[src/rtl/lztf_pkg.sv]
// ----------------------------------------------------------------------------
// lztf_pkg: shared definitions for the two-flag lz decompressor
// Parse phases, error codes, register indexes and the per-request step record
// handed from the parser to the output pipeline.
// ----------------------------------------------------------------------------
package lztf_pkg;

  // history store geometry
  localparam int HIST_AW    = 12;
  localparam int HIST_DEPTH = 1 << HIST_AW;

  // header bytes skipped ahead of the compressed stream
  localparam int HEADER_BYTES = 16;
  localparam logic [31:0] HEADER_LEN = 32'(HEADER_BYTES);

  // configuration register indexes
  localparam logic CFG_COMPRESSED_LENGTH   = 1'b0;
  localparam logic CFG_UNCOMPRESSED_LENGTH = 1'b1;

  // request kinds carried in s_tuser
  localparam logic FUNC_BYTE = 1'b0;
  localparam logic FUNC_TICK = 1'b1;

  typedef enum logic [2:0] {
    PH_HEADER,
    PH_START,
    PH_FLAGS1,
    PH_FLAGS2,
    PH_DATA,
    PH_MATCH2,
    PH_COPY,
    PH_DONE
  } phase_t;

  typedef enum logic [1:0] {
    ERR_NONE,
    ERR_BEFORE_START,
    ERR_CLIPPED,
    ERR_BUSY
  } err_t;

  // what one accepted request produces
  typedef struct packed {
    logic               emit;      // a decompressed byte comes out
    logic               from_lit;  // byte is the literal, not a history read
    logic               zero_src;  // copy source lies before the first output
    logic [7:0]         lit_byte;
    logic [HIST_AW-1:0] rd_addr;
    logic [HIST_AW-1:0] wr_addr;
    logic               pending;
    logic               done;
    err_t               err;
  } step_t;

endpackage

[src/rtl/lztf_ctrl.sv]
// ----------------------------------------------------------------------------
// lztf_ctrl: stream parser
// Holds the counters, flag words and copy state, decodes one request per
// accepted cycle and describes its result as a step record.
// ----------------------------------------------------------------------------
module lztf_ctrl (
  input  logic                clk,
  input  logic                rst,
  input  logic                cfg_we,
  input  logic                cfg_index,
  input  logic [31:0]         cfg_wdata,
  input  logic                accept,
  input  logic                func,
  input  logic [7:0]          in_byte,
  output lztf_pkg::step_t     step
);

  localparam logic [12:0] SHORT_LEN_BIAS  = 13'd3;
  localparam logic [11:0] SHORT_DIST_BIAS = 12'd1;
  localparam logic [11:0] LONG_DIST_BIAS  = 12'd17;
  localparam logic [12:0] LONG_LEN_BIAS   = 13'd3;
  localparam logic [8:0]  FLAGS_EMPTY     = 9'd1;
  localparam logic [8:0]  FLAGS_MARK      = 9'h100;

  logic [31:0] comp_len;
  logic [31:0] uncomp_len;
  logic [31:0] out_count, out_count_next;
  logic [31:0] in_count, in_count_next;
  logic [8:0]  lit_flags, lit_flags_next;
  logic [8:0]  mk_flags, mk_flags_next;
  lztf_pkg::phase_t phase, phase_next;
  logic [7:0]  first_byte, first_byte_next;
  logic [12:0] copy_rem, copy_rem_next;
  logic [11:0] copy_dist, copy_dist_next;

  lztf_pkg::phase_t ph0;
  lztf_pkg::phase_t ph1;
  logic [12:0] m_len;
  logic [11:0] m_dist;
  logic [31:0] room;

  function automatic logic [31:0] sat_inc(input logic [31:0] v);
    return (v == '1) ? v : v + 32'd1;
  endfunction

  // leave header skip and resolve a step start into its first phase
  function automatic lztf_pkg::phase_t settle(
    input lztf_pkg::phase_t ph,
    input logic [31:0]      ic,
    input logic [31:0]      oc,
    input logic [31:0]      cl,
    input logic [31:0]      ul,
    input logic             lit_empty,
    input logic             mk_empty
  );
    lztf_pkg::phase_t p;
    p = ph;
    if ((p == lztf_pkg::PH_HEADER) && (ic >= lztf_pkg::HEADER_LEN)) begin
      p = lztf_pkg::PH_START;
    end
    if (p == lztf_pkg::PH_START) begin
      if ((ic >= cl) || (oc >= ul)) begin
        p = lztf_pkg::PH_DONE;
      end else if (lit_empty) begin
        p = lztf_pkg::PH_FLAGS1;
      end else if (mk_empty) begin
        p = lztf_pkg::PH_FLAGS2;
      end else begin
        p = lztf_pkg::PH_DATA;
      end
    end
    return p;
  endfunction

  // decode of the current request
  always_comb begin
    ph0 = settle(phase, in_count, out_count, comp_len, uncomp_len,
                 lit_flags == FLAGS_EMPTY, mk_flags == FLAGS_EMPTY);
    ph1             = ph0;
    out_count_next  = out_count;
    in_count_next   = in_count;
    lit_flags_next  = lit_flags;
    mk_flags_next   = mk_flags;
    first_byte_next = first_byte;
    copy_rem_next   = copy_rem;
    copy_dist_next  = copy_dist;
    m_len           = '0;
    m_dist          = '0;
    room            = '0;
    step            = '0;
    step.err        = lztf_pkg::ERR_NONE;
    step.rd_addr    = out_count[lztf_pkg::HIST_AW-1:0] - copy_dist;
    step.wr_addr    = out_count[lztf_pkg::HIST_AW-1:0];

    if (func == lztf_pkg::FUNC_TICK) begin
      // one copy byte per tick
      if ((ph0 == lztf_pkg::PH_COPY) && (copy_rem != '0)) begin
        step.emit     = 1'b1;
        step.zero_src = 32'(copy_dist) > out_count;
        if (step.zero_src) begin
          step.err = lztf_pkg::ERR_BEFORE_START;
        end
        out_count_next = sat_inc(out_count);
        copy_rem_next  = copy_rem - 13'd1;
        if (copy_rem == 13'd1) begin
          ph1 = lztf_pkg::PH_START;
        end
      end
    end else if (ph0 == lztf_pkg::PH_COPY) begin
      step.err = lztf_pkg::ERR_BUSY;
    end else if (!(ph0 inside {lztf_pkg::PH_DONE, lztf_pkg::PH_START})) begin
      in_count_next = sat_inc(in_count);
      case (ph0)
        lztf_pkg::PH_FLAGS1: begin
          lit_flags_next = {1'b0, in_byte} | FLAGS_MARK;
          ph1 = (mk_flags == FLAGS_EMPTY) ? lztf_pkg::PH_FLAGS2 : lztf_pkg::PH_DATA;
        end
        lztf_pkg::PH_FLAGS2: begin
          mk_flags_next = {1'b0, in_byte} | FLAGS_MARK;
          ph1 = lztf_pkg::PH_DATA;
        end
        lztf_pkg::PH_DATA: begin
          if (lit_flags[0]) begin
            first_byte_next = in_byte;
            ph1 = lztf_pkg::PH_MATCH2;
          end else begin
            step.emit      = 1'b1;
            step.from_lit  = 1'b1;
            step.lit_byte  = in_byte;
            out_count_next = sat_inc(out_count);
            lit_flags_next = lit_flags >> 1;
            ph1 = lztf_pkg::PH_START;
          end
        end
        lztf_pkg::PH_MATCH2: begin
          // short distance / long length, or long distance / short length
          if (mk_flags[0]) begin
            m_len  = 13'({first_byte[7:4], in_byte}) + SHORT_LEN_BIAS;
            m_dist = 12'(first_byte[3:0]) + SHORT_DIST_BIAS;
          end else begin
            m_dist = 12'({first_byte[7:5], in_byte}) + LONG_DIST_BIAS;
            m_len  = 13'(first_byte[4:0]) + LONG_LEN_BIAS;
          end
          mk_flags_next  = mk_flags >> 1;
          lit_flags_next = lit_flags >> 1;
          // clip the copy at the end of the output
          room = (out_count < uncomp_len) ? uncomp_len - out_count : '0;
          if (32'(m_len) > room) begin
            m_len    = room[12:0];
            step.err = lztf_pkg::ERR_CLIPPED;
          end
          copy_dist_next = m_dist;
          copy_rem_next  = m_len;
          ph1 = (m_len != '0) ? lztf_pkg::PH_COPY : lztf_pkg::PH_START;
        end
        default: begin
        end
      endcase
    end

    phase_next = settle(ph1, in_count_next, out_count_next, comp_len, uncomp_len,
                        lit_flags_next == FLAGS_EMPTY, mk_flags_next == FLAGS_EMPTY);
    step.pending = (phase_next == lztf_pkg::PH_COPY);
    step.done    = (phase_next == lztf_pkg::PH_DONE);
  end

  // parser state
  always_ff @(posedge clk) begin
    if (rst) begin
      out_count  <= '0;
      in_count   <= '0;
      lit_flags  <= FLAGS_EMPTY;
      mk_flags   <= FLAGS_EMPTY;
      phase      <= lztf_pkg::PH_HEADER;
      first_byte <= '0;
      copy_rem   <= '0;
      copy_dist  <= '0;
    end else if (accept) begin
      out_count  <= out_count_next;
      in_count   <= in_count_next;
      lit_flags  <= lit_flags_next;
      mk_flags   <= mk_flags_next;
      phase      <= phase_next;
      first_byte <= first_byte_next;
      copy_rem   <= copy_rem_next;
      copy_dist  <= copy_dist_next;
    end
  end

  // length registers
  always_ff @(posedge clk) begin
    if (rst) begin
      comp_len   <= '0;
      uncomp_len <= '0;
    end else if (cfg_we) begin
      case (cfg_index)
        lztf_pkg::CFG_COMPRESSED_LENGTH:   comp_len   <= cfg_wdata;
        lztf_pkg::CFG_UNCOMPRESSED_LENGTH: uncomp_len <= cfg_wdata;
        default: begin
        end
      endcase
    end
  end

endmodule

[config.mk]
export PLATFORM = sky130hd
export DESIGN_NAME = lztf_ctrl
export DESIGN_NICKNAME = d
export VERILOG_FILES = /design/src/rtl/lztf_pkg.sv /design/src/rtl/lztf_ctrl.sv
export SDC_FILE = /design/constraint.sdc
export NUM_CORES = 1
export LEC_CHECK = 0
export ABC_AREA = 1
export BUFFER_PORTS_ARGS = -buffer_cell sky130_fd_sc_hd__buf_4
export CORE_ASPECT_RATIO = 0.5
export CORE_UTILIZATION = 40
export CTS_CLUSTER_DIAMETER = 50
export DETAILED_ROUTE_END_ITERATION = 8
export SYNTH_ARGS = -nofsm -noshare
export SYNTH_HDL_FRONTEND = slang
export SYNTH_SLANG_ARGS = --single-unit
[constraint.sdc]
create_clock -name clk -period 4.8 [get_ports clk]
set_input_delay 0.24 -clock clk [delete_from_list [all_inputs] [get_ports clk]]
set_output_delay 0.24 -clock clk [all_outputs]
set_load 0.05 [all_outputs]
==> impl_metrics.sql <==
INSERT INTO impl_metrics (metric_group, metric, value, unit) VALUES
('synth', 'postSynthCellCount', '2884', ''),
('synth', 'syn-num-nets', '3106', ''),
('sta', 'final.setup.tns', '-4.00', 'ns'),
('critical_path', 'critPathKind', 'flip-flop to output pin', ''),
('clock_network', 'cts_inserted_buffers', '17', ''),
('synth', 'synth_warn', '0', ''),
('clock_network', 'ctsHoldBuffers', '0', ''),
('synth', 'post_synthesis_xor_xnor_area_fraction', '3.01', '%'),
('sta', 'slew_headroom', '24.6', '%'),
('synth', 'compound_gate_portion_of_the_synthesized_area', '17.9', '%'),
('critical_path', 'timing.critical_path.mode_cell', 'sky130_fd_sc_hd__nand2_2', ''),
('critical_path', 'timing.critical_path.arrival', '5.72', 'ns'),
('clock_network', 'cts_htree_levels', '4', ''),
('route', 'wl_per_cell', '16.4', 'um'),
('clock_network', 'cts.path.max_buffers', '2', ''),
('synth', 'largest_family_of_logic_cells_by_synthesized_area', 'simple AND/OR/NAND/NOR gates', ''),
('floorplanning', 'floorplan.rows', '53', ''),
('grt', 'first_global_vias', '18600', ''),
('synth', 'synth_async_sr_flop_share', '0', '%'),
('synth', 'yosys-mux-area-fraction', '0.0573', '%'),
('grt', 'antenna_violations_before_repair', '0', ''),
('sta', 'tightestPinTransition', '1.13', 'ns'),
('floorplanning', 'chipHeight', '150', 'um'),
('critical_path', 'cp_slowest_stage_delay', '0.37', 'ns'),
('finish', 'finalCoreUtilization', '55.9', '%'),
('critical_path', 'cp.required', '4.56', 'ns'),
('grt', 'grt_pass1_wl', '102', 'mm'),
('synth', 'avgSynthCellArea', '6.06', 'um2'),
('synth', 'synth_seq_cells', '182', ''),
('sta', 'fmaxAchievable', '0.168', 'GHz'),
('clock_network', 'clk_pin_slew', '0.08', 'ns'),
('power_and_ir_drop', 'power.static_leakage', '0.0124', 'uW'),
('finish', 'final-instance-count-excl-fill', '4008', ''),
('power_and_ir_drop', 'cellPowerDensity', '312', 'nW/um2'),
('route', 'drt_wl_total', '65.8', 'mm'),
('grt', 'largest_net_degree_at_the_start_of_global_routing', '114', ''),
('synth', 'fraction_of_the_yosys_area_taken_by_sequential_cells', '20.9', '%'),
('critical_path', 'timing.critical_path.max_delay_family', 'simple AND/OR/NAND/NOR gates', ''),
('sta', 'layout_setup_ws', '-1.16', 'ns'),
('clock_network', 'clock_insertion_delay_worst_skew', '0.47', 'ns'),
('status', 'outcome', 'finished, violations left', ''),
('critical_path', 'end_kind', 'output pin', ''),
('placement', 'hpwlAfterDp', '51.8', 'mm'),
('finish', 'final_layout_size_suffix_gt1_share', '24.1', '%'),
('sta', 'report.final.setup_viol', '5', ''),
('grt', 'gr-total-overflow', '0', ''),
('route', 'final_antenna_net_count', '0', ''),
('finish', 'finish.net_count', '3640', ''),
('floorplanning', 'initial_utilization', '41.1', '%'),
('sta', 'layout_min_cycle_time', '5.96', 'ns'),
('sta', 'finalHoldViolCount', '0', ''),
('route', 'route.detailed.vias_per_inst', '5.10', ''),
('synth', 'synth_adder_area_share', '12.7', '%'),
('synth', 'synth_top_area_share', '20.9', '%'),
('placement', 'preCtsSetupSlack', '-1.06', 'ns'),
('clock_network', 'numClockSinks', '182', ''),
('clock_network', 'cts.root.buffer_cell', 'sky130_fd_sc_hd__clkbuf_16', ''),
('floorplanning', 'die_area', '44600', 'um2'),
('flow_run', 'cap_violations', '0', ''),
('synth', 'synth-simple-area-share', '31.1', '%'),
('route', 'drt_drc_violations_left', '0', ''),
('critical_path', 'setup.worst_path.start_class', 'flip-flop', ''),
('route', 'dr.first_iter.drc_count', '1721', ''),
('placement', 'dp.cells', '3931', ''),
('status', 'failed_checks', 'setup timing', ''),
('placement', 'portBuffers', '84', ''),
('power_and_ir_drop', 'ir_worst_vdd', '0.259', 'mV'),
('synth', 'synth_cell_type_count', '63', ''),
('floorplanning', 'die_width', '298', 'um'),
('synth', 'synth_area_leaders', 'sky130_fd_sc_hd__dfxtp_1 (21%), sky130_fd_sc_hd__nand2_1 (15%), sky130_fd_sc_hd__ha_1 (12%)', ''),
('clock_network', 'cts_tree', 'yes', '');
## area by class of cell
class / instances / area (um2)
multi-input combinational: 2055 / 12000
timing repair buffer: 608 / 4620
clock inverter: 13 / 191
clock buffer: 19 / 453
inverter: 554 / 2090
fill: 4232 / 18700
tap: 577 / 722
sequential: 182 / 3650
## stage by stage
stage               instance area (um2)  total power (uW)
CTS                               23400              7260
detailed placement                22100              5460
finish                            23800              7410
global route                      23800              7890
global placement                  22100              5440
floorplan                         17600              4000
## layout by cell type, fill, tap and decap left out, drive strengths merged, types with 5 or more instances in the layout
master | Yosys | layout
a211oi | 10 | 10
a21oi | 259 | 259
a31oi | 11 | 11
and2 | 6 | 6
buf | 31 | 608
clkbuf | 62 | 19
dfxtp | 182 | 182
ha | 174 | 174
inv | 552 | 556
nand2 | 706 | 706
nand3 | 111 | 111
nand3b | 6 | 6
nand4 | 69 | 69
nor2 | 262 | 262
nor3 | 68 | 68
nor4 | 13 | 13
o211ai | 23 | 23
o21a | 7 | 7
o21ai | 216 | 216
o22ai | 14 | 14
or2 | 5 | 5
xnor2 | 17 | 17
xor2 | 43 | 43
## layer usage
| metal | track usage [%] | wire length [um] | vias up | part of all wire, % |
|---|---|---|---|---|
| met4 | 7.01 | 1270 | 0 | 1.9 |
| met1 | 42.5 | 32500 | 9433 | 49 |
| met5 | 0 | 0 | - | 0 |
| met3 | 3.64 | 4020 | 80 | 6.1 |
| li1 | - | - | 10300 | - |
| met2 | 45.3 | 28000 | 582 | 43 |
## logic make-up after synthesis
kind of cell,count (synthesis)
adder cells (fa/ha/maj),176
multiplexers,1
XOR/XNOR,60
AO/OA/AOI/OAI,569
buffers and inverters,647
flip-flops,182
AND/OR/NAND/NOR,1249
## tightest hold or removal path, stage by stage
cell and delay, ns:
sky130_fd_sc_hd__buf_4 0.08, sky130_fd_sc_hd__o21ai_0 0.07, sky130_fd_sc_hd__a21oi_1 0.10
## cell usage after synthesis (6+ instances only)
cell type and instances:
sky130_fd_sc_hd__a211oi_1 10, sky130_fd_sc_hd__nor3_1 64, sky130_fd_sc_hd__o22ai_1 14, sky130_fd_sc_hd__o211ai_1 23, sky130_fd_sc_hd__xor2_1 43, sky130_fd_sc_hd__buf_4 15, sky130_fd_sc_hd__nor2_1 247, sky130_fd_sc_hd__a21oi_1 254
sky130_fd_sc_hd__inv_1 536, sky130_fd_sc_hd__dfxtp_1 182, sky130_fd_sc_hd__nand3b_1 6, sky130_fd_sc_hd__ha_1 174, sky130_fd_sc_hd__buf_2 12, sky130_fd_sc_hd__nor4_1 13, sky130_fd_sc_hd__xnor2_1 17, sky130_fd_sc_hd__o21a_1 7
sky130_fd_sc_hd__a31oi_1 11, sky130_fd_sc_hd__nor2_2 7, sky130_fd_sc_hd__nand2_1 683, sky130_fd_sc_hd__o21ai_0 210, sky130_fd_sc_hd__nand3_1 107, sky130_fd_sc_hd__clkbuf_1 62, sky130_fd_sc_hd__nor2_4 6, sky130_fd_sc_hd__nand2_4 6
sky130_fd_sc_hd__nand4_1 68, sky130_fd_sc_hd__and2_1 6, sky130_fd_sc_hd__nand2_2 16, sky130_fd_sc_hd__inv_2 15
## repair_timing
item                                    4_1_cts  5_1_grt
gates resized for setup                      72       63
pin swaps                                    39       24
setup buffers                                32       13
endpoints found under the setup margin        5        6
hold endpoints to repair                      0        0
## report_power, final
group          switching (uW)  internal, uW  total [uW]
sequential               88.8          1630        1720
combinational            2430          1640        4070
clock                     715           907        1620
## state kept, by name (all words and copies together), names as in the netlist, 8 cells and up
register / flops
comp_len: 32
in_count: 32
out_count: 32
uncomp_len: 32
copy_rem: 13
copy_dist: 12
lit_flags: 9
mk_flags: 9
first_byte: 8
## final timing paths
kind	start	end	slack, ns	depth (start not counted)
worst max-delay path	uncomp_len[0]	step[3]	-1.16	39
worst min-delay path	cfg_wdata[28]	uncomp_len[28]	0.06	3
worst max register to register	uncomp_len[0]	phase[0]	-0.68	41
worst min register to register	copy_dist[5]	copy_dist[5]	0.48	2
No activity file was read; power rests on OpenSTA's default activity.
